`src/mfmtd_pkg.sv`:
```
package mfmtd_pkg;

  // Default depth of the queue between the front and the back.
  localparam int QUEUE_DEPTH = 4;

  localparam int CFG_INDEX_W = 2;
  localparam int LIMIT_W     = 24;
  localparam int IN_DATA_W   = 56;
  localparam int OUT_DATA_W  = 160;

  localparam logic [LIMIT_W-1:0] ANGLE_LIMIT_RST  = 24'd819200;
  localparam logic [LIMIT_W-1:0] SPEED_LIMIT_RST  = 24'd1966080;
  localparam logic [LIMIT_W-1:0] TORQUE_LIMIT_RST = 24'd655360;

  localparam logic        [12:0] MIDPOINT   = 13'd2047;
  localparam logic signed [16:0] HALF_TURN  = 17'sd32768;
  localparam logic        [32:0] OFFSET     = 33'd32767;
  localparam logic        [15:0] FULL_COUNT = 16'hFFFF;

  typedef enum logic [CFG_INDEX_W-1:0] {
    CFG_ANGLE_LIMIT  = 2'd0,
    CFG_SPEED_LIMIT  = 2'd1,
    CFG_TORQUE_LIMIT = 2'd2
  } cfg_index_t;

  typedef struct packed {
    logic [LIMIT_W-1:0] angle_limit;
    logic [LIMIT_W-1:0] speed_limit;
    logic [LIMIT_W-1:0] torque_limit;
  } limits_t;

  // One decoded frame after the turn update, waiting for scaling.
  typedef struct packed {
    logic [15:0] turn_count;
    logic [32:0] total_position;
    logic [11:0] raw_speed;
    logic [11:0] raw_torque;
    logic [7:0]  driver_temp;
    logic [7:0]  rotor_temp;
  } front_item_t;

endpackage

```
`src/mfmtd_front.sv`:
```
module mfmtd_front
  import mfmtd_pkg::*;
(
  input  logic                 clk,
  input  logic                 rst_n,
  input  logic                 in_tvalid,
  output logic                 in_tready,
  input  logic [IN_DATA_W-1:0] in_tdata,
  input  logic                 q_full,
  output logic                 push,
  output front_item_t          push_item
);

  logic [15:0]        position;
  logic [15:0]        prev_position_r;
  logic [15:0]        turns_r;
  logic [15:0]        turns_nxt;
  logic signed [16:0] delta;

  assign in_tready = !q_full;
  assign push      = in_tvalid && in_tready;

  assign position = {in_tdata[7:0], in_tdata[15:8]};
  assign delta    = $signed({1'b0, position}) - $signed({1'b0, prev_position_r});

  // A jump of exactly half a turn either way leaves the count alone.
  always_comb begin
    priority if (delta < -HALF_TURN) begin
      turns_nxt = turns_r + 16'd1;
    end else if (delta > HALF_TURN) begin
      turns_nxt = turns_r - 16'd1;
    end else begin
      turns_nxt = turns_r;
    end
  end

  always_comb begin
    push_item.turn_count     = turns_nxt;
    push_item.total_position = {turns_nxt[15], turns_nxt, position} - OFFSET;
    push_item.raw_speed      = {in_tdata[23:16], in_tdata[31:28]};
    push_item.raw_torque     = {in_tdata[27:24], in_tdata[39:32]};
    push_item.driver_temp    = in_tdata[47:40];
    push_item.rotor_temp     = in_tdata[55:48];
  end

  always_ff @(posedge clk) begin
    if (!rst_n) begin
      prev_position_r <= '0;
      turns_r         <= '0;
    end else if (push) begin
      prev_position_r <= position;
      turns_r         <= turns_nxt;
    end
  end

endmodule

```
`config.mk`:
```
export PLATFORM = sky130hd
export DESIGN_NAME = mfmtd_front
export DESIGN_NICKNAME = d
export VERILOG_FILES = /design/src/mfmtd_pkg.sv /design/src/mfmtd_front.sv
export SDC_FILE = /design/constraint.sdc
export NUM_CORES = 1
export LEC_CHECK = 0
export ABC_CLOCK_PERIOD_IN_PS = 4800
export BUFFER_PORTS_ARGS = -buffer_cell sky130_fd_sc_hd__buf_2
export CORE_ASPECT_RATIO = 0.6
export CORE_UTILIZATION = 51
export DETAILED_ROUTE_END_ITERATION = 10
export GPL_TIMING_DRIVEN = 1
export PLACE_DENSITY = 0.8
export SLEW_MARGIN = 20
export SYNTH_ARGS = -nofsm -noshare
export SYNTH_HDL_FRONTEND = slang
export SYNTH_SLANG_ARGS = --single-unit
```
`constraint.sdc`:
```
create_clock -name clk -period 4.8 [get_ports clk]
set_clock_uncertainty 0.05 [all_clocks]
set_input_delay 0.24 -clock clk [delete_from_list [all_inputs] [get_ports clk]]
set_output_delay 0.24 -clock clk [all_outputs]
set_load 0.1 [all_outputs]
```
# Yosys cells after proc, flatten, opt, wreduce, memory -nomap -nowiden
# Cells that the tools add are included.
totals:
  reg_bits: 32
classes:
  add_sub_neg: 4
  n_lt_le_gt_ge: 2
  muxes: 2
  reduce_logical: 2
ops:
  columns: ["op", "n"]
  rows:
  - ["$sub 32x16->33 const B", 1]
  - ["$mux 16", 2]
  - ["$gt 17x17->1 const B", 1]
  - ["$lt 17x16->1 const B", 1]
  - ["$sub 16x16->17", 1]
  - ["$add 16x1->16 const B", 1]
  - ["$sub 16x1->16 const B", 1]
  - ["$logic_and 1x1->1", 1]
  - ["$logic_not 1->1", 1]

# Logic depth before layout (Yosys ltp)
# Gate-level depths: netlist (run 1).
depth:
  ltp_word: 5
  ltp_mapped: 17
  depth_no_buf: 15

# Worst setup path before layout (run 1)
# OpenSTA, ideal clock, no wires.
synth_path:
  path_type: "input to output"
  start: "input port in_tdata[8]"
  end: "output port push_item[71] in the netlist's numbering"
  arrival_time_ns: 6.878
  required_ns: 4.510
  path_slack_ns: -2.368
  path_stages: 16
  path_buffers: 1
  cell_sequence: "inv_1 ha_1 fa_1 nor2b_1 o2111ai_1 a32oi_1 nand3_1 and2_1 and4_1 buf_2 a21o_2 o31a_1 xnor2_1 or4b_4 nor4_1 xor2_1"
synth_rtl:
  columns: ["element", "line", "text"]
  rows:
  - ["start, declared", "mfmtd_front.sv:8", "input logic [IN_DATA_W-1:0] in_tdata,"]
  - ["end, declared", "mfmtd_front.sv:11", "output front_item_t push_item"]

==> run metrics, run 1 <==
Layout Cells excl Fill 738; Die X 117 um; first-pass GRT wire length 20.2 mm; Synth cell types between 60 and 70; leakage power 0.00235 uW; EDFF count, synth 0; Syn. warnings 0; WS Path Type reg2out; largest net degree at the start of global routing 38; clock tree root driver cell clkbuf_16; max-capacitance violation count 0; initial antenna violation count 0; Synth Area per Inst 7.28 sq um; crit share post-route 1.04; via count 4886; Via density between 6 and 7; Inst Count DP approximately 700; area delta synth->final 43.0%; ys flop type dfxtp_1; post-route antenna net violation count 0; # DRC 0; share of layout cells above drive strength 1 0.388; RSZ-0062 raised after global routing yes; CP startpoint kind flop; FFs w/ async S/R, synth 0; critical-path maximum fanout 6; CTS H-Tree Depth 2; minimum clock period 5.00 ns; Wirelength per Cell 20.3 um; Core Box Area 0.00748 sq mm; WP data arrival 4.71 ns; crit path capture type primary output; sequential-to-total area share from yosys stat 0.158; cts bufs inserted 5; Max transition margin 0.480; HP Class in2reg; Fill cells roughly 470; Setup-failing EPs final 6; DIE HEIGHT 71.1 um; fmax 200 MHz; die area ~0.0083 sq mm; cells after synthesis 557; initial drt markers slightly below 600; Pins Over Slew Limit 0; global-route usage over all layers 0.314; Syn Nets between 600 and 700; site row count 24; failing checks negative setup slack; TritonCTS clock tree yes; mapped cell area 0.00406 sq mm; Hold Buf Count CTS 0; Clock Latency Late Sink 0.29 ns; GR Overflow Total 0; Clock transition at path regs 0.05 ns; maximum vdd drop around 0.42 mV; final setup margin -0.205 ns; routability congestion estimate from global placement 0.928; final hold vios 0; initial core utilization 0.543; # diodes 0; CP required 4.51 ns; I/O pins 151; nets@finish between 700 and 800; #FFs+latches synth 32; Power Density 438 mW/mm^2; drt total wl between 10 and 15 mm; Detailed Routing Iterations Pass 1 7; I/O Buffers 70; status finished, violations left; Sink Count 32; CTS Buffer Depth 2; TNS Setup -0.869 ns; Worst Max-Slew Pin Slew 0.773 ns; vias in the first global route 4059; pre-CTS setup slack -0.0697 ns; Detailed Place HPWL between 9 and 10 mm
[area by class of cell]
class | count | area, sq um | area share
Timing Repair Buffer | 131 | 1000 | 0.172
Clock inverter | 2 | 10.0 | 0.00172
Tap cell | 104 | 130 | 0.0224
Inverter | 36 | 139 | 0.0239
Sequential cell | 32 | 646 | 0.111
Clock buffer | 6 | 139 | 0.0239
Multi-Input combinational cell | 427 | 3740 | 0.645
[state kept, by name, summed over array words and instances, names as in the netlist]
register / count
turns_r: 16
prev_position_r: 16
[critical path: stages (launching register included)]
cell and delay [ns]:
dfxtp_2 0.36, inv_1 0.07, ha_1 0.29, nand2b_1 0.12, a211oi_4 0.36, o31ai_1 0.16, a21oi_1 0.41, nor4_4 0.11
and4_4 0.25, a21o_4 0.26, o32a_1 0.44, xnor2_4 0.19, or4b_4 0.62, or3_4 0.44, xnor2_4 0.17, buf_12 0.19
[cell families (layout without fill, tap and decap cells)]
logic type	after synthesis	after routing	share of synthesized area
xor+xnor	45	45	0.0971
compound gates	141	141	0.260
buf+inv	98	175	0.129
fa+ha+maj	20	20	0.0635
simple gates	218	218	0.285
mux	3	3	0.00740
flops	32	32	0.158
[path summary, 6_finish.rpt]
path	start	endpoint	slack, ns	depth (start not counted)
worst max-delay path	prev_position_r[1]	push_item[70]	-0.20	15
worst min-delay path	in_tdata[8]	prev_position_r[0]	0.20	3
worst max register to register	prev_position_r[1]	turns_r[14]	1.08	15
worst min register to register	prev_position_r[15]	prev_position_r[15]	0.41	2
[stage by stage]
| step | power (uW) | area, sq um | hold slack (ns) | utilization |
|---|---|---|---|---|
| final | 2540 | 5800 | 0.197 | 0.776 |
| after global routing | 2620 | 5800 | 0.222 | 0.776 |
| after CTS | 2410 | 5390 | 0.204 | 0.720 |
| after detailed placement | 2050 | 5070 | 0.407 | 0.678 |
| after global placement | 2020 | 5070 | 0.401 | 0.678 |
| after floorplan | 1780 | 4530 | 0.335 | - |
[synthesized netlist by cell type (all sizes together) (8+ instances only)]
cell type	instances	area, sq um
a21boi	25	188
a21o	12	91.3
a21oi	18	90.1
a31oi	8	50.1
and2	8	50.1
buf	43	318
clkbuf	19	71.3
dfxtp	32	641
ha	19	238
inv	35	131
nand2	73	274
nand3	22	123
nand4	13	81.3
nor2	31	135
nor3	13	65.1
nor4	10	68.8
o21ai	21	105
or3	19	129
xnor2	29	254
xor2	16	140
[cells in the final DEF, fill, tap and decap left out, types with 12 or more instances in the layout]
cell type	Yosys	final
nand4_1	13	13
or3_1	17	17
buf_2	2	58
xnor2_1	29	12
xnor2_4	0	13
nor2_1	29	26
o21ai_0	20	19
a21boi_0	25	25
nand3_1	21	21
dfxtp_1	32	28
a21oi_1	18	14
nand2_1	73	71
inv_1	35	31
buf_12	0	12
buf_4	41	58
[power by group]
group | internal (uW) | switching (uW)
sequential | 282 | 27.9
clock | 205 | 129
combinational | 591 | 1310
total | 1080 | 1470
[layer usage]
layer  part of all wire  GRT usage
met3               0.12     0.0831
met1               0.39      0.454
met4              0.043      0.101
met5                  0          0
met2               0.45      0.452
[what timing repair did]
action / CTS / global route
pin swaps: 7 / 30
gates resized for setup: 25 / 57
setup endpoints to repair: 9 / 9
gates cloned: 0 / 0
buffers inserted: 3 / 21
(Power assumes the default switching activity.)
==> run 2: changes to the inputs <==
--- a/config.mk
+++ b/config.mk
@@ -11,7 +11,7 @@
 export CORE_UTILIZATION = 51
 export DETAILED_ROUTE_END_ITERATION = 10
 export GPL_TIMING_DRIVEN = 1
-export PLACE_DENSITY = 0.8
+export PLACE_DENSITY = 0.82
 export SLEW_MARGIN = 20
 export SYNTH_ARGS = -nofsm -noshare
 export SYNTH_HDL_FRONTEND = slang
==> run 2 against run 1 <==
  * The flow still finishes with violations (negative setup slack)
  * Critical endpoint is now push_item[72]
  * Critical path type unchanged
  * Largest power group unchanged
  * Non-clock buffer count is 8 higher
  * First-iteration DRC count is 34% higher
  * Hold slack better by 0.021 ns
==> run metrics, run 2 (synthesis gave the netlist of run 1 again) <==
CP required 4.51 ns (about the same); Sink Count 32 (unchanged); I/O Buffers 70 (unchanged); share of layout cells above drive strength 1 0.407 (+0.0185); cts bufs inserted 5 (unchanged); crit share post-route 1.04 (-0.00557); final hold vios 0 (unchanged); site row count 24 (unchanged); die area 0.00833 sq mm (unchanged); Power Density 444 mW/mm^2 (+1.3%); Die X 117 um (unchanged); RSZ-0062 raised after global routing yes; most frequent cells in the layout nand2_1 (73), buf_4 (68), buf_2 (58); nets@finish 721 (+1.1%); Layout Cells excl Fill 746 (+1.1%); crit path from prev_position_r[2]; first-pass GRT wire length 21.6 mm (+6.8%); met1 usage in global routing 0.483 (+0.0289); leakage power 0.00241 uW (+2.2%); Detailed Place HPWL 9.81 mm (+4.1%); Max transition margin 0.483 (+0.00366); via count 4877 (-0.18%); drt total wl 15.3 mm (+2.1%); Inst Count DP 714 (+1.1%); TritonCTS clock tree yes; maximum vdd drop 0.430 mV (+3.2%); GRT met3 Usage 0.0754 (-0.00771); max-capacitance violation count 0 (unchanged); status finished, violations left; CP startpoint kind flop; Core Box Area 0.00748 sq mm (unchanged); HP Start in_tdata[8]; largest net degree at the start of global routing 38 (unchanged); Wirelength per Cell 20.5 um (+0.98%); minimum clock period 4.98 ns (-0.0267 ns); area delta synth->final 45.8%; initial core utilization 0.543 (unchanged); I/O pins 151 (unchanged); Setup-failing EPs final 7 (+1); failing checks negative setup slack; global-route usage over all layers 0.333 (+0.0189); commonest non-fill, non-tap cell in the layout nand2_1; WP data arrival 4.69 ns (-0.02 ns); crit path capture type primary output; initial drt markers 780 (+34%); CTS Buffer Depth 2 (unchanged); RR Startpoint prev_position_r[2]; Clock Latency Late Sink 0.30 ns (about the same); area of the multi-input gates 0.00377 sq mm (+0.67%); Pins Over Slew Limit 0 (unchanged); vias in the first global route 4289 (+5.7%); post-route antenna net violation count 0 (unchanged); Clock transition at path regs 0.05 ns (about the same); Fill cells 450 (-4.7%); critical-path maximum fanout 6 (unchanged); met2 usage 0.481 (+0.0294); final setup margin -0.178 ns (+0.0267 ns); WS Path Type reg2out; area occupied by registers 644 sq um (-0.19%); Detailed Routing Iterations Pass 1 5 (-2); # DRC 0 (unchanged); Via density 6.54 (-1.3%); Hold Buf Count CTS 0 (unchanged); Worst R2R Setup Slack 0.94 ns (-0.14 ns); top flop regs prev_position_r (16), turns_r (16); # diodes 0 (unchanged); Worst Max-Slew Pin Slew 0.775 ns (+0.00163 ns); HP Class in2reg; GR Overflow Total 0 (unchanged); DIE HEIGHT 71.1 um (unchanged); initial antenna violation count 0 (unchanged); Hold WS 0.218 ns (+0.0211 ns); routability congestion estimate from global placement 0.919 (-0.98%); fmax 201 MHz (+0.54%); busiest layer in global routing met1; clock tree root driver cell clkbuf_16; CTS H-Tree Depth 2 (unchanged)
## run 2: path summary, 6_finish.rpt
path / endpoint / cells after the start
worst min-delay path: prev_position_r[0] / 3
worst max-delay path: push_item[72] / 16
worst max register to register: turns_r[14] / 15
worst min register to register: prev_position_r[3] / 2
## run 2: report_power, final
group	leakage (uW)	total [uW]	switching (uW)	internal [uW]
registers	0.000262	309	27.1	282
logic	0.00205	1910	1310	600
clock network	0.0000901	407	134	273
## run 2: worst max-delay path, stage by stage (launching register included)
cell,delay (ns)
dfxtp_1,0.34
inv_1,0.06
ha_2,0.31
nor2_4,0.14
a211oi_4,0.08
o41ai_4,0.62
and3_4,0.33
nor3_2,0.06
and2_4,0.19
a21o_4,0.22
buf_6,0.13
and3_4,0.18
a2111oi_4,0.33
or4b_4,0.57
or3_4,0.45
o21bai_4,0.18
buf_12,0.19
## run 2: area by class of cell
cell class                 instances  area share
clock inverter                     1     0.00508
clock buffer                       7      0.0258
sequential                        32       0.109
tap                              104      0.0220
inverter                          36      0.0235
timing repair buffer             139       0.178
multi-input combinational        427       0.637
## run 2: per-stage QoR
step / total power [uW] / util / instance area, sq um / setup TNS, ns / setup slack (ns)
floorplan: 1780 / - / 4530 / -4.90 / -0.856
global placement: 2030 / 0.686 / 5130 / 0 / 0.0143
detailed placement: 2050 / 0.686 / 5130 / -0.478 / -0.125
CTS: 2480 / 0.729 / 5450 / 0 / 0.00429
global route: 2690 / 0.791 / 5910 / -1.35 / -0.213
finish: 2630 / 0.791 / 5910 / -0.700 / -0.178
## run 2: repair_timing
item,CTS,global route
buffers inserted,4,20
pin swaps,7,36
setup endpoints to repair,12,9
resized for setup,22,63
## run 2: metal layers
layer | wire length (um) | share of wire | vias to the layer above
met5 | 0 | 0 | -
li1 | - | - | 2132
met4 | 494 | 0.032 | 0
met2 | 6780 | 0.44 | 374
met3 | 1780 | 0.12 | 72
met1 | 6220 | 0.41 | 2299
