--- config.mk ---
export PLATFORM = sky130hd
export DESIGN_NAME = mfmtd_back
export DESIGN_NICKNAME = d
export VERILOG_FILES = /design/src/mfmtd_pkg.sv /design/src/mfmtd_back.sv
export SDC_FILE = /design/constraint.sdc
export NUM_CORES = 2
export LEC_CHECK = 0
export BUFFER_PORTS_ARGS = -buffer_cell sky130_fd_sc_hd__buf_2
export CORE_MARGIN = 2
export CORE_UTILIZATION = 56
export CTS_CLUSTER_DIAMETER = 150
export DETAILED_ROUTE_END_ITERATION = 10
export PLACE_DENSITY = 0.81
export SLEW_MARGIN = 10
export SYNTH_ARGS = -nofsm -noshare
export SYNTH_HDL_FRONTEND = slang
export SYNTH_SLANG_ARGS = --single-unit
--- constraint.sdc ---
create_clock -name clk -period 31.9 [get_ports clk]
set_input_delay 1.595 -clock clk [delete_from_list [all_inputs] [get_ports clk]]
set_output_delay 1.595 -clock clk [all_outputs]
set_load 0.03 [all_outputs]
--- src/mfmtd_pkg.sv ---
package mfmtd_pkg;

  // Default depth of the queue between the front and the back.
  localparam int QUEUE_DEPTH = 4;

  localparam int CFG_INDEX_W = 2;
  localparam int LIMIT_W     = 24;
  localparam int IN_DATA_W   = 56;
  localparam int OUT_DATA_W  = 160;

  localparam logic [LIMIT_W-1:0] ANGLE_LIMIT_RST  = 24'd819200;
  localparam logic [LIMIT_W-1:0] SPEED_LIMIT_RST  = 24'd1966080;
  localparam logic [LIMIT_W-1:0] TORQUE_LIMIT_RST = 24'd655360;

  localparam logic        [12:0] MIDPOINT   = 13'd2047;
  localparam logic signed [16:0] HALF_TURN  = 17'sd32768;
  localparam logic        [32:0] OFFSET     = 33'd32767;
  localparam logic        [15:0] FULL_COUNT = 16'hFFFF;

  typedef enum logic [CFG_INDEX_W-1:0] {
    CFG_ANGLE_LIMIT  = 2'd0,
    CFG_SPEED_LIMIT  = 2'd1,
    CFG_TORQUE_LIMIT = 2'd2
  } cfg_index_t;

  typedef struct packed {
    logic [LIMIT_W-1:0] angle_limit;
    logic [LIMIT_W-1:0] speed_limit;
    logic [LIMIT_W-1:0] torque_limit;
  } limits_t;

  // One decoded frame after the turn update, waiting for scaling.
  typedef struct packed {
    logic [15:0] turn_count;
    logic [32:0] total_position;
    logic [11:0] raw_speed;
    logic [11:0] raw_torque;
    logic [7:0]  driver_temp;
    logic [7:0]  rotor_temp;
  } front_item_t;

endpackage

--- src/mfmtd_back.sv ---
module mfmtd_back
  import mfmtd_pkg::*;
(
  input  logic                  clk,
  input  logic                  rst_n,
  input  logic                  q_valid,
  input  front_item_t           q_item,
  output logic                  pop,
  input  limits_t               limits,
  output logic                  out_tvalid,
  input  logic                  out_tready,
  output logic [OUT_DATA_W-1:0] out_tdata
);

  localparam logic [17:0] ONE_COUNT   = {2'b00, FULL_COUNT};
  localparam logic [17:0] TWO_COUNT   = 18'(2 * FULL_COUNT);
  localparam logic [17:0] THREE_COUNT = 18'(3 * FULL_COUNT);

  logic advance;
  logic [5:0] valid_r;

  // Fields that ride along unchanged from stage to stage.
  front_item_t        pass1_r, pass2_r, pass3_r, pass4_r, pass5_r, pass6_r;

  logic [5:1]         neg_r;
  logic [31:0]        mag1_r;
  logic signed [12:0] dspeed1_r;
  logic signed [12:0] dtorque1_r;

  logic [55:0]        prod_a2_r;
  logic signed [37:0] prod_s2_r;
  logic signed [37:0] prod_t2_r;

  logic [56:0]        dividend;
  logic [40:0]        q_est3_r;
  logic [17:0]        x_lo3_r;
  logic [24:0]        speed3_r, speed4_r, speed5_r, speed6_r;
  logic [24:0]        torque3_r, torque4_r, torque5_r, torque6_r;

  logic [40:0]        q_est4_r;
  logic [17:0]        rem4_r;
  logic [40:0]        quot5_r;
  logic [41:0]        angle6_r;

  logic [32:0]        total_neg;
  logic [1:0]         corr;

  assign advance = !valid_r[5] || out_tready;
  assign pop     = q_valid && advance;

  assign total_neg = '0 - q_item.total_position;
  assign dividend  = {prod_a2_r, 1'b0};

  // The estimate undershoots the quotient by at most three.
  always_comb begin
    priority if (rem4_r >= THREE_COUNT) begin
      corr = 2'd3;
    end else if (rem4_r >= TWO_COUNT) begin
      corr = 2'd2;
    end else if (rem4_r >= ONE_COUNT) begin
      corr = 2'd1;
    end else begin
      corr = 2'd0;
    end
  end

  always_ff @(posedge clk) begin
    if (!rst_n) begin
      valid_r <= '0;
    end else if (advance) begin
      valid_r <= {valid_r[4:0], q_valid};
    end
  end

  always_ff @(posedge clk) begin
    if (advance) begin
      // Stage 1: magnitude of the position and offsets from the midpoint.
      pass1_r    <= q_item;
      neg_r[1]   <= q_item.total_position[32];
      mag1_r     <= q_item.total_position[32] ? total_neg[31:0]
                                              : q_item.total_position[31:0];
      dspeed1_r  <= $signed({1'b0, q_item.raw_speed}) - $signed(MIDPOINT);
      dtorque1_r <= $signed({1'b0, q_item.raw_torque}) - $signed(MIDPOINT);

      // Stage 2: products with the full-scale registers.
      pass2_r   <= pass1_r;
      neg_r[2]  <= neg_r[1];
      prod_a2_r <= 56'(mag1_r) * 56'(limits.angle_limit);
      prod_s2_r <= dspeed1_r * $signed({1'b0, limits.speed_limit});
      prod_t2_r <= dtorque1_r * $signed({1'b0, limits.torque_limit});

      // Stage 3: quotient estimate by 65535 as a sum of shifted copies.
      pass3_r   <= pass2_r;
      neg_r[3]  <= neg_r[2];
      q_est3_r  <= dividend[56:16] + 41'(dividend[56:32]) + 41'(dividend[56:48]);
      x_lo3_r   <= dividend[17:0];
      speed3_r  <= prod_s2_r[35:11];
      torque3_r <= prod_t2_r[35:11];

      // Stage 4: remainder of the estimate, only its low bits matter.
      pass4_r   <= pass3_r;
      neg_r[4]  <= neg_r[3];
      q_est4_r  <= q_est3_r;
      rem4_r    <= x_lo3_r - {q_est3_r[1:0], 16'h0000} + q_est3_r[17:0];
      speed4_r  <= speed3_r;
      torque4_r <= torque3_r;

      // Stage 5: corrected quotient.
      pass5_r   <= pass4_r;
      neg_r[5]  <= neg_r[4];
      quot5_r   <= q_est4_r + 41'(corr);
      speed5_r  <= speed4_r;
      torque5_r <= torque4_r;

      // Stage 6: restore the sign, truncating toward zero.
      pass6_r   <= pass5_r;
      angle6_r  <= neg_r[5] ? ('0 - {1'b0, quot5_r}) : {1'b0, quot5_r};
      speed6_r  <= speed5_r;
      torque6_r <= torque5_r;
    end
  end

  assign out_tvalid = valid_r[5];
  assign out_tdata  = {3'b000, pass6_r.rotor_temp, pass6_r.driver_temp, torque6_r, speed6_r,
                       angle6_r, pass6_r.total_position, pass6_r.turn_count};

endmodule

# Yosys cells after proc, flatten, opt, wreduce, memory -nomap -nowiden
# Index checks and enable logic that the tools add are counted.
[classes] add_sub_neg=9 reduce_logical=3 muxes=5 magnitude_cmp=3 multipliers=3
[ops] cell="$mul A13 B25 Y36" n=2
[ops] cell="$mul A32 B24 Y56" n=1
[ops] cell="$sub A1 B41 Y42 const A" n=1
[ops] cell="$add A41 B2 Y41" n=1
[ops] cell="$add A41 B25 Y41" n=1
[ops] cell="$add A41 B9 Y41" n=1
[ops] cell="$mux W41" n=1
[ops] cell="$mux W32" n=1
[ops] cell="$sub A1 B32 Y32 const A" n=1
[ops] cell="$sub A12 B11 Y13 const B" n=2
[ops] cell="$add A18 B18 Y18" n=1
[ops] cell="$ge A18 B16 Y1 const B" n=1
[ops] cell="$ge A18 B17 Y1 const B" n=1
[ops] cell="$ge A18 B18 Y1 const B" n=1
[ops] cell="$sub A18 B18 Y18" n=1
[ops] cell="$mux W2" n=2
[ops] cell="$logic_and A1 B1 Y1" n=1
[ops] cell="$logic_not A1 Y1" n=1
[ops] cell="$logic_or A1 B1 Y1" n=1
[ops] cell="$mux W1" n=1
[totals] ff_bits=987 out_inout_bits=162 elab_cells=70

# Logic depth before layout (Yosys ltp)
[logic_depth] word_depth=5 mapped_depth=28

# Worst setup path after synthesis
# OpenSTA, ideal clock, no wires.
[synth_path] path_kind="input-to-output" from="in out_tready" to="out pop" path_stages=3 path_buffers=0 required_time_ns=30.305 slack_ns=8.507 t_arrival_ns=21.798 cell_sequence="nor2b_1 > inv_1 > and2_1"
[synth_between] elab_chain_len=2
[synth_lines] element="from (decl)" line_no="mfmtd_back.sv:11" text="input logic out_tready,"
[synth_lines] element="$logic_or A1 B1 Y1" line_no="mfmtd_back.sv:48" text="assign advance = !valid_r[5] || out_tready;"
[synth_lines] element="$logic_and A1 B1 Y1" line_no="mfmtd_back.sv:49" text="assign pop = q_valid && advance;"
[synth_lines] element="to (decl)" line_no="mfmtd_back.sv:8" text="output logic pop,"
# No other way between the ends.

# Final worst setup path
[layout_path] from="in limits[51] in the netlist's numbering" to="reg prod_a2_r[54], data pin"
[layout_between] elab_chain_len=1
[layout_lines] element="from (decl)" line_no="mfmtd_back.sv:9" text="input limits_t limits,"
[layout_lines] element="$mul A32 B24 Y56" line_no="mfmtd_back.sv:88" text="prod_a2_r <= 56'(mag1_r) * 56'(limits.angle_limit);"
[layout_lines] element="to (signal assigned)" line_no="mfmtd_back.sv:88"
[layout_lines] element="to (decl)" line_no="mfmtd_back.sv:30" text="logic [55:0] prod_a2_r;"
# No other way between the ends.
# A chain may end at the register's enable or synchronous reset.

==> impl_metrics.sql <==
INSERT INTO impl_metrics (metric_group, metric, value, unit) VALUES
('sta', 'final_max_slew_viol_count', '0', ''),
('sta', 'hold_violations', '0', ''),
('worst_setup_path', 'crit_arrival', '9.24', 'ns'),
('routing', 'drt-pass1-iter-count', '6', ''),
('floorplanning', 'die_area', '142000', 'um2'),
('sta', 'timing.fmax', '115', 'MHz'),
('finish', 'area_growth_syn_to_layout', '8.27', '%'),
('clock_network', 'clk_latency', '0.71', 'ns'),
('min_path', 'worst_min_path_class', 'reg2reg', ''),
('yosys', 'async_reset_ff_frac', '0', ''),
('finish', 'layout.cells.most_common_list', 'sky130_fd_sc_hd__inv_1, sky130_fd_sc_hd__fa_1, sky130_fd_sc_hd__edfxtp_1', ''),
('yosys', 'ys_ff_latch', '958', ''),
('worst_setup_path', 'highest_cell_delay_on_the_worst_timing_path', '0.63', 'ns'),
('routing', 'via_per_inst', '5.44', ''),
('clock_network', 'tritoncts', 'done', ''),
('yosys', 'synth.largest_area_cell', 'sky130_fd_sc_hd__edfxtp_1', ''),
('grt', 'overflow', '0', ''),
('sta', 'setup_viol_count_final', '0', ''),
('worst_setup_path', 'cp-endpoint', 'prod_a2_r[54]', ''),
('worst_setup_path', 'ff_to_ff_setup_slack', '23.66', 'ns'),
('clock_network', 'cts.htree.levels', '3', ''),
('grt', 'grt_pass1_vias', '51274', ''),
('finish', 'finalNetCount', '8641', ''),
('finish', 'final_layout_size_suffix_gt1_frac', '0.0782', ''),
('yosys', 'synth_area_leaders', 'sky130_fd_sc_hd__edfxtp_1, sky130_fd_sc_hd__fa_1, sky130_fd_sc_hd__ha_1', ''),
('clock_network', 'number_of_buffers_created_by_cts', '95', ''),
('worst_setup_path', 'path_class', 'in2reg', ''),
('yosys', 'most_instantiated_flip_flop_cell_in_the_synthesis_netlist', 'sky130_fd_sc_hd__edfxtp_1', ''),
('sta', 'grt_setup_unrepaired', 'no', ''),
('routing', 'postRouteWirelength', '167', 'mm'),
('sta', 'worst_slew_margin_rel', '0.164', ''),
('sta', 'finalSetupTns', '0', 'ns'),
('job', 'number_of_max_cap_violations', '0', ''),
('floorplanning', 'chipWidth', '377', 'um'),
('clock_network', 'clock_tree.buffer_depth', '3', ''),
('placement', 'gp_routability_congestion', '0.925', ''),
('grt', 'grt_start_max_net_pins', '199', ''),
('clock_network', 'clk_transition_reported_paths', '0.06', 'ns'),
('floorplanning', 'io_pins', '327', ''),
('yosys', 'synth.top_cell.area_share', '0.368', ''),
('yosys', 'synthDistinctLibCells', '66', ''),
('yosys', 'post_synth_edffs', '952', ''),
('worst_setup_path', 'crit_path_start_kind', 'input port', ''),
('sta', 'layout_setup_ws', '23.21', 'ns'),
('worst_setup_path', 'r2r_end', 'prod_a2_r[54]', ''),
('clock_network', 'cts_hold_buffers', '0', ''),
('placement', 'place_worst_setup_slack', '22.61', 'ns'),
('routing', 'wl_per_cell', '19.2', 'um'),
('clock_network', 'clock-root-buffer', 'sky130_fd_sc_hd__clkbuf_16', ''),
('sta', 'layout_min_cycle_time', '8.69', 'ns'),
('floorplanning', 'die_height', '377', 'um'),
('sta', 'fin_worst_skew', '0.0381', 'ns'),
('clock_network', 'cells_resized_by_post_cts_repair', '0', ''),
('status', 'outcome', 'completed', ''),
('routing', 'drtIter0Drc', '3563', ''),
('yosys', 'synth.cell_area', '77700', 'um2'),
('worst_setup_path', 'r2r.worst_path.cells', '21', ''),
('yosys', 'synth_seq_area_share', '0.369', ''),
('worst_setup_path', 'worstReg2RegStart', 'mag1_r[25]', ''),
('clock_network', 'numClockSinks', '958', ''),
('sta', 'final_cycle_utilization_of_the_critical_path', '0.272', ''),
('worst_setup_path', 'crit_top_cell', 'sky130_fd_sc_hd__fa_1', ''),
('yosys', 'netlist_instances', '6645', ''),
('worst_setup_path', 'cpMaxStageDelayCell', 'sky130_fd_sc_hd__buf_2', ''),
('worst_setup_path', 'cp_data_required_time', '32.45', 'ns'),
('routing', 'ant_nets', '0', ''),
('grt', 'antenna_found_initial', '17', ''),
('yosys', 'postSynthAreaPerCell', '11.7', 'um2'),
('yosys', 'synth_warnings', '0', ''),
('placement', 'detailed_place_hpwl', '125', 'mm'),
('grt', 'grt_util_all_layers', '0.243', '');
-- layout make-up --
cell class / instances / area [um2]
clock inverters: 58 / 633
inverters: 1244 / 4680
clock buffers: 114 / 2480
flip-flops and latches: 958 / 28700
diodes: 17 / 42.5
fillers: 10473 / 53500
multi-input cells: 4185 / 43400
well taps: 1794 / 2240
repair buffers: 374 / 2010
-- registers in the layout, summed over array words and instances, names as in the netlist, 31 cells and up --
signal,count
q_est3_r,41
pass1_r,64
prod_a2_r,56
pass2_r,64
pass5_r,65
mag1_r,31
q_est4_r,41
angle6_r,42
pass3_r,64
pass4_r,64
out_tdata,65
quot5_r,41
-- synthesized netlist by cell type, types with 10 or more instances --
master / instances
sky130_fd_sc_hd__a211oi_1: 10
sky130_fd_sc_hd__a21boi_0: 13
sky130_fd_sc_hd__a21o_1: 63
sky130_fd_sc_hd__a21oi_1: 111
sky130_fd_sc_hd__a31oi_1: 17
sky130_fd_sc_hd__and2_1: 613
sky130_fd_sc_hd__and3_1: 34
sky130_fd_sc_hd__clkbuf_1: 256
sky130_fd_sc_hd__edfxtp_1: 952
sky130_fd_sc_hd__fa_1: 1153
sky130_fd_sc_hd__ha_1: 465
sky130_fd_sc_hd__inv_1: 1244
sky130_fd_sc_hd__nand2_1: 865
sky130_fd_sc_hd__nand2b_1: 64
sky130_fd_sc_hd__nand3_1: 47
sky130_fd_sc_hd__nand4_1: 31
sky130_fd_sc_hd__nor2_1: 81
sky130_fd_sc_hd__nor2b_1: 30
sky130_fd_sc_hd__nor3_1: 24
sky130_fd_sc_hd__o211ai_1: 11
sky130_fd_sc_hd__o21a_1: 25
sky130_fd_sc_hd__o21ai_0: 87
sky130_fd_sc_hd__o21bai_1: 14
sky130_fd_sc_hd__o31ai_1: 27
sky130_fd_sc_hd__or3_1: 16
sky130_fd_sc_hd__or4_1: 11
sky130_fd_sc_hd__xnor2_1: 207
sky130_fd_sc_hd__xor2_1: 70
-- stage by stage --
step | cell area [um2] | std cells
CTS | 84100 | 8727
global placement | 81000 | 8555
floorplan | 77700 | 6647
detailed placement | 81000 | 8555
global route | 84100 | 8736
finish | 84200 | 8744
-- worst max-delay path: cells and delay by family --
family / cells / cell delay (ns)
adder cells (fa/ha/maj): 8 / 3.45
AND/OR/NAND/NOR: 4 / 1.29
buffers and inverters: 4 / 0.79
AO/OA/AOI/OAI: 6 / 2.09
-- kinds of logic (layout without fill, tap and decap cells) --
family,Yosys count,in the layout,synth area share
adder cells (fa/ha/maj),1618,1618,0.372
buffers and inverters,1504,1790,0.0729
flip-flops,958,958,0.369
AO/OA/AOI/OAI,427,427,0.0356
XOR/XNOR,277,277,0.0312
other,1,20,0.0000482
AND/OR/NAND/NOR,1860,1860,0.119
-- worst min-delay path by stage --
stage | startpoint | to | slack (ns) | cells past startpoint
2_1_floorplan | neg_r[1] | neg_r[2] | 0.40 | 0
3_3_place_gp | pass3_r[77] | pass4_r[77] | 0.40 | 0
3_5_place_dp | pass5_r[85] | out_tdata[12] | 0.40 | 0
4_1_cts | pass3_r[0] | pass4_r[0] | 0.40 | 0
5_1_grt | pass1_r[84] | pass2_r[84] | 0.41 | 0
6_report | pass3_r[0] | pass4_r[0] | 0.40 | 0
-- routing by layer --
layer,GRT usage,share of wire,vias up
met5,0,0.00044,-
met4,0.105,0.044,10
met3,0.0494,0.086,452
met2,0.403,0.48,1976
met1,0.310,0.39,23871
li1,-,-,21291
Power is not shown: default switching activity piles up to over one toggle a cycle in this logic, so the estimate is an artifact.
