===== src/mfmtd_pkg.sv =====
package mfmtd_pkg;

  // Default depth of the queue between the front and the back.
  localparam int QUEUE_DEPTH = 4;

  localparam int CFG_INDEX_W = 2;
  localparam int LIMIT_W     = 24;
  localparam int IN_DATA_W   = 56;
  localparam int OUT_DATA_W  = 160;

  localparam logic [LIMIT_W-1:0] ANGLE_LIMIT_RST  = 24'd819200;
  localparam logic [LIMIT_W-1:0] SPEED_LIMIT_RST  = 24'd1966080;
  localparam logic [LIMIT_W-1:0] TORQUE_LIMIT_RST = 24'd655360;

  localparam logic        [12:0] MIDPOINT   = 13'd2047;
  localparam logic signed [16:0] HALF_TURN  = 17'sd32768;
  localparam logic        [32:0] OFFSET     = 33'd32767;
  localparam logic        [15:0] FULL_COUNT = 16'hFFFF;

  typedef enum logic [CFG_INDEX_W-1:0] {
    CFG_ANGLE_LIMIT  = 2'd0,
    CFG_SPEED_LIMIT  = 2'd1,
    CFG_TORQUE_LIMIT = 2'd2
  } cfg_index_t;

  typedef struct packed {
    logic [LIMIT_W-1:0] angle_limit;
    logic [LIMIT_W-1:0] speed_limit;
    logic [LIMIT_W-1:0] torque_limit;
  } limits_t;

  // One decoded frame after the turn update, waiting for scaling.
  typedef struct packed {
    logic [15:0] turn_count;
    logic [32:0] total_position;
    logic [11:0] raw_speed;
    logic [11:0] raw_torque;
    logic [7:0]  driver_temp;
    logic [7:0]  rotor_temp;
  } front_item_t;

endpackage


===== src/mfmtd_queue.sv =====
module mfmtd_queue
  import mfmtd_pkg::*;
#(
  parameter int DEPTH = QUEUE_DEPTH
) (
  input  logic        clk,
  input  logic        rst_n,
  input  logic        push,
  input  front_item_t push_item,
  output logic        full,
  input  logic        pop,
  output logic        pop_valid,
  output front_item_t pop_item
);

  localparam int PTR_W = (DEPTH > 1) ? $clog2(DEPTH) : 1;
  localparam int CNT_W = $clog2(DEPTH + 1);
  localparam logic [PTR_W-1:0] LAST_PTR  = PTR_W'(DEPTH - 1);
  localparam logic [CNT_W-1:0] DEPTH_CNT = CNT_W'(DEPTH);

  front_item_t      mem [DEPTH];
  logic [PTR_W-1:0] wr_ptr_r;
  logic [PTR_W-1:0] rd_ptr_r;
  logic [CNT_W-1:0] count_r;

  assign full      = (count_r == DEPTH_CNT);
  assign pop_valid = (count_r != '0);
  assign pop_item  = mem[rd_ptr_r];

  always_ff @(posedge clk) begin
    if (push) begin
      mem[wr_ptr_r] <= push_item;
    end
  end

  always_ff @(posedge clk) begin
    if (!rst_n) begin
      wr_ptr_r <= '0;
      rd_ptr_r <= '0;
      count_r  <= '0;
    end else begin
      if (push) begin
        wr_ptr_r <= (wr_ptr_r == LAST_PTR) ? '0 : wr_ptr_r + 1'b1;
      end
      if (pop) begin
        rd_ptr_r <= (rd_ptr_r == LAST_PTR) ? '0 : rd_ptr_r + 1'b1;
      end
      if (push && !pop) begin
        count_r <= count_r + 1'b1;
      end else if (pop && !push) begin
        count_r <= count_r - 1'b1;
      end
    end
  end

  a_count_bound: assert property (@(posedge clk) disable iff (!rst_n)
    count_r <= DEPTH_CNT)
    else $error("queue count exceeds depth");

  a_no_push_full: assert property (@(posedge clk) disable iff (!rst_n)
    full |-> !push)
    else $error("item pushed into a full queue");

  a_no_pop_empty: assert property (@(posedge clk) disable iff (!rst_n)
    pop |-> pop_valid)
    else $error("item popped from an empty queue");

  a_count_tracks: assert property (@(posedge clk) disable iff (!rst_n)
    (push && !pop) |=> count_r == $past(count_r) + 1'b1)
    else $error("queue count did not follow a push");

endmodule


===== config.mk =====
export PLATFORM = sky130hd
export DESIGN_NAME = mfmtd_queue
export DESIGN_NICKNAME = d
export VERILOG_FILES = /design/src/mfmtd_pkg.sv /design/src/mfmtd_queue.sv
export SDC_FILE = /design/constraint.sdc
export NUM_CORES = 1
export LEC_CHECK = 0
export BUFFER_PORTS_ARGS = -buffer_cell sky130_fd_sc_hd__buf_4
export CAP_MARGIN = 10
export CORE_MARGIN = 1.5
export CORE_UTILIZATION = 31
export CTS_CLUSTER_DIAMETER = 80
export DETAILED_ROUTE_END_ITERATION = 6
export SLEW_MARGIN = 15
export SYNTH_ARGS = -nofsm -noshare
export SYNTH_HDL_FRONTEND = slang
export SYNTH_SLANG_ARGS = --single-unit
export TNS_END_PERCENT = 50

===== constraint.sdc =====
create_clock -name clk -period 6.7 [get_ports clk]
set_clock_uncertainty 0.15 [all_clocks]
set_input_delay 1.34 -clock clk [delete_from_list [all_inputs] [get_ports clk]]
set_output_delay 1.34 -clock clk [all_outputs]
set_load 0.03 [all_outputs]

* Word level (Yosys, flattened, before mapping)
Memory sizes are Yosys's and may differ from the RTL's. A register that Yosys moved wholly into a read port is not among the register bits.
Index checks and enable logic that the tools add are counted.
** Operators by class
- Muxes and demuxes :: 8
- Add/subtract/negate cells :: 4
- Reduce and logical (&&, ||, !) cells :: 6
- Equal/unequal tests :: 3
** Operators with widths (count)
- 2-bit 2-to-1 mux :: 4
- 3-bit 2-to-1 mux :: 2
- 2-bit by 1-bit adder with 2-bit output, second input constant :: 2
- 2-bit == test, second input constant :: 2
- 3-bit by 1-bit adder with 3-bit output, second input constant :: 1
- 3-bit == test, second input constant :: 1
- 3-bit nonzero test :: 1
- 3-bit by 1-bit subtractor with 3-bit output, second input constant :: 1
- 1-bit logical AND :: 2
- 1-bit logical NOT :: 2
- 1-bit 2-to-1 mux :: 2
- 2-bit nonzero test :: 1
** Word-level totals
- Register bits :: 7
- Word-level logic and storage cells :: 25
- Memories :: 1
- Output and inout port bits :: 91
- RAM bits :: 356
- Input bits :: 93
** Memories
- mem :: depth 4, bits a word 89, rd ports 1, clocked after memory_dff 1, wr ports 1, line mfmtd_queue.sv:21 : front_item_t mem [DEPTH];

* Longest topological paths before layout
Gate-level depths: netlist (run 1).
- Depth in word-level cells :: 4
- Depth in mapped cells :: 7
- Depth with buffers taken out :: 7

* Worst setup path before layout (run 1)
Ideal clock, no wire load.
- Path type :: input to register
- From :: input port push
- To :: memory mem[0][0] (netlist name) (enable)
- Path buffers :: 0
- Library setup time :: 0.457 ns
- Required time :: 6.093 ns
- Slack :: 2.689 ns
- Arrival :: 3.404 ns
- Stages on the path :: 1
- Path through :: and2_1
** Between the ends
- Cells in the longest elaborated chain, start to end :: 2
** Ends and longest elaborated chain
- from (decl) :: line mfmtd_queue.sv:8 : input logic push,
- 1-bit 2-to-1 mux :: line mfmtd_queue.sv:31 : if (push) begin
- 1-bit 2-to-1 mux (implied by the code) :: line mfmtd_queue.sv:32 : mem[wr_ptr_r] <= push_item;
- to (decl) :: line mfmtd_queue.sv:21
Every way passes these cells.

==> results of run 1 <==
## cell usage in the layout (no fill, tap or decap), drive strengths merged
| master | instances |
|---|---|
| inv | 8 |
| a21boi | 1 |
| nor3 | 1 |
| clkbuf | 52 |
| xnor2 | 1 |
| edfxtp | 356 |
| dfxtp | 9 |
| fa | 1 |
| nor2b | 5 |
| clkinv | 9 |
| ha | 6 |
| xor2 | 1 |
| nor2 | 1 |
| and2 | 5 |
| bufinv | 3 |
| or3 | 2 |
| o21a | 1 |
| mux2i | 4 |
| nor3b | 1 |
| mux4 | 89 |
| buf | 189 |
| o21ai | 1 |
## per-layer routing
layer  GRT usage (%)  vias to the layer above
li1                -                     2598
met1            14.9                     3080
met2            19.1                      144
met3            3.65                       51
met4            4.61                        0
met5               0                        -
## worst max path at each step
stage	cells past startpoint	slack [ps]	to
floorplan	1	2690	mem[0][0]$_DFFE_PP_
global placement	3	2920	pop_item[60]
detailed placement	3	2940	pop_item[64]
CTS	3	2340	pop_item[64]
global route	3	2240	pop_item[37]
finish	3	2480	pop_item[76]
## sequential cells by signal, indices dropped and copies added (netlist names), named ones only
name / cells
count_r: 3
wr_ptr_r: 2
mem: 356
rd_ptr_r: 2
## power by group through the flow
| stage | clock network (mW) | registers (mW) | logic [mW] |
|---|---|---|---|
| finish | 2.05 | 2.66 | 0.572 |
| global route | 2.19 | 2.67 | 0.612 |
| CTS | 2.12 | 2.66 | 0.587 |
| detailed placement | 0 | 2.71 | 0.585 |
| global placement | 0 | 2.71 | 0.580 |
| floorplan | 0 | 2.69 | 0.366 |
## area by class of cell
class	count	area share [%]
clock inverters	16	1.02
clock buffers	52	6.28
inverters	4	0.0911
well taps	539	4.09
repair buffers	189	8.69
flip-flops and latches	365	66.0
multi-input cells	120	13.8
## per-stage QoR
stage | instances | area, µm² | setup WS (ps) | power, mW
after floorplan | 509 | 13300 | 2690 | 3.05
after global placement | 1217 | 15300 | 2920 | 3.29
after detailed placement | 1217 | 15300 | 2940 | 3.30
after CTS | 1285 | 16500 | 2340 | 5.37
after global routing | 1285 | 16500 | 2240 | 5.47
final | 1285 | 16500 | 2480 | 5.28
## worst max-delay path, stage by stage (launching register included)
cell     delay (ps)
dfxtp_4         920
buf_4           620
mux4_2          420
buf_4           190
## kinds of logic after synthesis
group / Yosys count / synth area share, %
and+or+nand+nor: 15 / 0.688
xor gates and xnor gates: 2 / 0.132
buffers and inverters: 24 / 1.06
DFF: 365 / 81.9
muxes: 93 / 15.4
adders and majority gates: 7 / 0.716
AOI/OAI and AO/OA: 3 / 0.151
==> flow_metrics.py, run 1 <==
metrics = {
    "clock_tree": {
        "cts_root_buf": "clkbuf_16",
        "cts_tree": "done",
        "clk_path_buf_depth": 3,
        "post_cts_buffers": 0,
        "cts_sinks": 365,
        "clk_pin_slew_ps": 50,
        "cts-buffers-inserted": 39,
        "clock_latency_ps": 540,
        "ctsHoldBuffers": 0,
        "htree_levels": 2,
        "ctsResizeCount": 0,
    },
    "grt": {
        "grt_pass1_wl_um": 38600,
        "grt_pass1_vias": 6607,
        "grt_use_total_pct": 11.8,
        "grt_max_degree": 56,
        "gr-total-overflow": 0,
        "antenna_found_initial": 0,
    },
    "floorplan": {
        "num_rows": 75,
        "start_util_pct": 31.5,
        "io_pins": 184,
        "fp.coreArea_mm2": 0.0421,
        "die_area_mm2": 0.0441,
        "die_w_um": 210,
        "die_h_um": 210,
    },
    "drt": {
        "ant_nets": 0,
        "via_per_inst": 4.57,
        "highest_layer": "met4",
        "drt_iter0_drc": 314,
        "routed_wl_um": 25800,
        "drc_errors": 0,
        "vias": 5873,
        "wl_met2_um": 12300,
        "wl_per_cell_um": 20.1,
        "dr_wl_met3_um": 1700,
        "first_pass_iters": 4,
        "wl_met1_um": 11100,
    },
    "finish": {
        "utilization_pct": 39.1,
        "antenna_cells": 0,
        "drive_gt1_share_pct": 44.9,
        "multi_input_area_mm2": 0.00228,
        "seqCellArea_mm2": 0.0109,
        "nets": 819,
        "n_fill_cell": 3767,
        "area_growth_syn_to_layout_pct": 24.1,
    },
    "status": {
        "status": "complete, no violations",
    },
    "critical_path": {
        "rrSetupSlack_ps": 4160,
        "end_kind": "output port",
        "required_ps": 5210,
        "crit_type": "flip-flop to output port",
        "critPathArrivalTime_ps": 2730,
        "critPathMaxFanout": 55,
        "r2r_end": "mem[3][38]$_DFFE_PP_",
        "regToRegStartpoint": "wr_ptr_r[0]$_SDFFE_PN0P_",
        "crit_path_start_kind": "flip-flop",
        "worstRegToRegCells": 3,
    },
    "power": {
        "p_leak_nw": 5.47,
        "pwr-share-clk_pct": 38.8,
        "p_comb_share_pct": 10.8,
        "p_switching_mw": 1.22,
        "switching_share_pct": 23.1,
        "cellInternalPower_mw": 4.06,
        "vdd_drop_max_v": 0.000207,
        "pwr-share-seq_pct": 50.4,
        "powerDensity_mw_per_mm2": 321,
    },
    "sta": {
        "rsz0062_at_grt": "no",
        "maxSlewViolCount": 0,
        "period_share_pct": 63.0,
        "whs_ps": 355,
        "fmax_mhz": 237,
        "tns_ps": 0,
        "max_slew_margin_pct": 35.5,
        "hold_viol_final": 0,
        "setup_viol": 0,
        "post-route-min-period_ps": 4220,
        "tightest_slew_ps": 967,
    },
    "synthesis": {
        "syn_area_per_cell_um2": 26.1,
        "ys_types": 24,
        "synth_area_leaders": "edfxtp_1 81%, mux4_2 15%, dfxtp_1 1.4%",
        "yosysMostFrequentCell": "edfxtp_1",
        "synth_top_area_share_pct": 80.5,
        "syn_nets": 609,
        "yosysWarnings": 0,
        "yosys_register_bits": 365,
        "yosys_most_used_dff": "edfxtp_1",
        "synth_area_mm2": 0.0133,
        "synth.cells.most_frequent": "356 x edfxtp_1, 89 x mux4_2, 9 x buf_2, 9 x dfxtp_1, 7 x clkbuf_1",
        "ys_seq_area_share_pct": 81.9,
        "syn_inst": 509,
        "synthArstFlopShare_pct": 0,
        "synth_area_leader_cell": "edfxtp_1",
        "synth-edff-count": 356,
    },
    "placement": {
        "portBuffers": 183,
        "place.gp.congestion": 0.655,
        "dp_hpwl_um": 14200,
    },
    "job": {
        "drv_cap": 0,
    },
    "hold_path": {
        "hold_depth": 2,
        "hold_path.startpoint": "count_r[2]$_SDFFE_PN0P_",
        "hp-class": "flip-flop to flip-flop",
        "min_delay_worst_endpoint": "count_r[2]$_SDFFE_PN0P_",
    },
}
Power figures use the tool's default switching activity.
==> inputs of run 2 (changes only) <==
ABC_AREA = 1   (was not set)
clock period = 3.6 ns   (was 6.7 ns; I/O delays follow)
==> run 2 against run 1 <==
- via count grew 39%
- sequential cell count is the same
- worst setup slack got worse by 2100 ps
- synthesized area increased by 2.7%
- combinational power rose by 120%
- die area increased by 2.6%
- critical path type unchanged
- largest power group unchanged
==> flow_metrics.py, run 2 <==
metrics = {
    "clock_tree": {
        "cts_root_buf": "clkbuf_16",
        "clock_latency_ps": 550,
        "htree_levels": 2,
        "cts-buffers-inserted": 41,
        "clk_path_buf_depth": 3,
        "cts_tree": "done",
        "cts_sinks": 365,
        "ctsHoldBuffers": 0,
        "clk_pin_slew_ps": 60,
    },
    "synthesis": {
        "syn_nets": 1021,
        "synth-edff-count": 356,
        "synth_area_leader_cell": "edfxtp_1",
        "yosys_register_bits": 365,
        "synth.cells.most_frequent": "356 x edfxtp_1, 187 x nor2_1, 150 x o21ai_0",
        "syn_area_per_cell_um2": 14.8,
        "synth_area_leaders": "edfxtp_1 78%, o21ai_0 5.5%, nor2_1 5.1%",
        "synthArstFlopShare_pct": 0,
        "synth_top_area_share_pct": 78.4,
        "yosysMostFrequentCell": "edfxtp_1",
        "yosysWarnings": 0,
        "synth_area_mm2": 0.0136,
        "ys_seq_area_share_pct": 79.7,
        "yosys_most_used_dff": "edfxtp_1",
        "syn_inst": 921,
        "ys_types": 22,
    },
    "grt": {
        "grt_use_total_pct": 13.9,
        "grt_pass1_wl_um": 47100,
        "antenna_found_initial": 2,
        "gr-total-overflow": 0,
        "grt_max_degree": 179,
        "grt_pass1_vias": 8082,
    },
    "critical_path": {
        "critPathArrivalTime_ps": 2330,
        "critPathMaxFanout": 178,
        "required_ps": 2730,
        "end_kind": "output port",
        "crit_type": "flip-flop to output port",
        "crit_path_start_kind": "flip-flop",
    },
    "finish": {
        "largest_register": "mem",
        "utilization_pct": 39.2,
        "largestRegisters": "mem: 356 flops, count_r: 3 flops",
        "largest_reg_flops": 356,
        "area_growth_syn_to_layout_pct": 24.4,
        "drive_gt1_share_pct": 23.6,
        "nets": 1209,
        "final_cell_mix": "356 x edfxtp_1, 194 x buf_4, 187 x nor2_1",
        "n_fill_cell": 4013,
        "final_common_cell": "edfxtp_1",
    },
    "floorplan": {
        "die_h_um": 213,
        "num_rows": 76,
        "start_util_pct": 31.5,
        "die_area_mm2": 0.0453,
        "io_pins": 184,
        "fp.coreArea_mm2": 0.0433,
        "die_w_um": 213,
    },
    "power": {
        "p_leak_nw": 5.89,
        "p_total_mw": 10.2,
        "vdd_drop_max_v": 0.000386,
        "powerDensity_mw_per_mm2": 602,
    },
    "drt": {
        "routed_wl_um": 31700,
        "vias": 8166,
        "wl_per_cell_um": 18.4,
        "highest_layer": "met5",
        "ant_nets": 0,
        "drc_errors": 0,
        "dr_wl_met3_um": 2210,
        "via_per_inst": 4.73,
        "wl_met2_um": 14800,
        "wl_met1_um": 14000,
        "first_pass_iters": 5,
        "drt_iter0_drc": 577,
    },
    "status": {
        "status": "complete, no violations",
    },
    "sta": {
        "whs_ps": 217,
        "tns_ps": 0,
        "tightest_slew_ps": 883,
        "setup_ws_ps": 400,
        "hold_viol_final": 0,
        "maxSlewViolCount": 0,
        "period_share_pct": 88.9,
        "fmax_mhz": 313,
        "post-route-min-period_ps": 3200,
        "rsz0062_at_grt": "no",
        "max_slew_margin_pct": 41.1,
        "setup_viol": 0,
    },
    "placement": {
        "place.gp.congestion": 0.702,
        "portBuffers": 183,
        "dp_hpwl_um": 17200,
        "pre_cts_ws_ps": 736,
    },
    "job": {
        "drv_cap": 0,
    },
    "hold_path": {
        "hp-class": "primary input to flip-flop",
    },
}
[run 2: cell types whose count changed after synthesis, moves of 27 or more]
cell	before	now
o21ai_0	1	150
o21ai_1	0	31
o22ai_1	0	89
clkbuf_1	7	34
mux4_2	89	0
nor2_1	1	187
[run 2: kinds of logic after synthesis]
logic type / after synthesis / share of synthesized area [%]
fa+ha+maj: 7 / 0.697
compound gates: 273 / 10.8
xor+xnor: 1 / 0.0642
buf+inv: 74 / 3.09
flops: 365 / 79.7
simple gates: 201 / 5.59
[run 2: area by class of cell]
type / count / area, µm² / share of cell area [%]
repair buffers: 203 / 1630 / 9.60
well taps: 585 / 732 / 4.32
inverters: 16 / 75.1 / 0.443
clock buffers: 50 / 1100 / 6.50
multi-input cells: 482 / 2340 / 13.8
diodes: 1 / 2.50 / 0.0148
clock inverters: 24 / 201 / 1.19
flip-flops and latches: 365 / 10900 / 64.1
[run 2: path summary, 6_finish.rpt]
path                                 start                  endpoint  slack [ps]  cells after the start
hold / removal               push_item[44]      mem[0][44]$_DFFE_PP_         220                      1
hold reg to reg   wr_ptr_r[1]$_SDFFE_PN0P_  wr_ptr_r[1]$_SDFFE_PN0P_         380                      2
setup reg to reg  wr_ptr_r[0]$_SDFFE_PN0P_      mem[1][56]$_DFFE_PP_        1540                      4
setup / recovery                 flip-flop              pop_item[84]         400                      4
[run 2: report_power, final]
part           internal (mW)  switching [mW]
clock network           2.40            1.64
logic                  0.418           0.858
registers               4.86          0.0420
[run 2: stage by stage]
stage | cell area (µm²) | instances
2_1_floorplan | 13600 | 921
3_3_place_gp | 15700 | 1651
3_5_place_dp | 15700 | 1651
4_1_cts | 17000 | 1725
5_1_grt | 17000 | 1725
6_report | 17000 | 1726
[run 2: repair_timing]
item | in CTS | in global routing
setup buffers | 0 | 0
hold endpoints to repair | 0 | 0
resized for setup | 0 | 1
endpoints found under the setup margin | 0 | 1
[run 2: routing by layer]
layer	GRT usage, %	vias to the layer above
li1	-	3853
met1	17.9	4033
met2	22.3	230
met3	4.06	48
met4	5.21	2
met5	0	-
[run 2: critical path, cell delays in order (launching register included)]
cell and delay, ps:
dfxtp_4 370, buf_12 480, o21ai_0 200, o22ai_1 310
buf_4 220
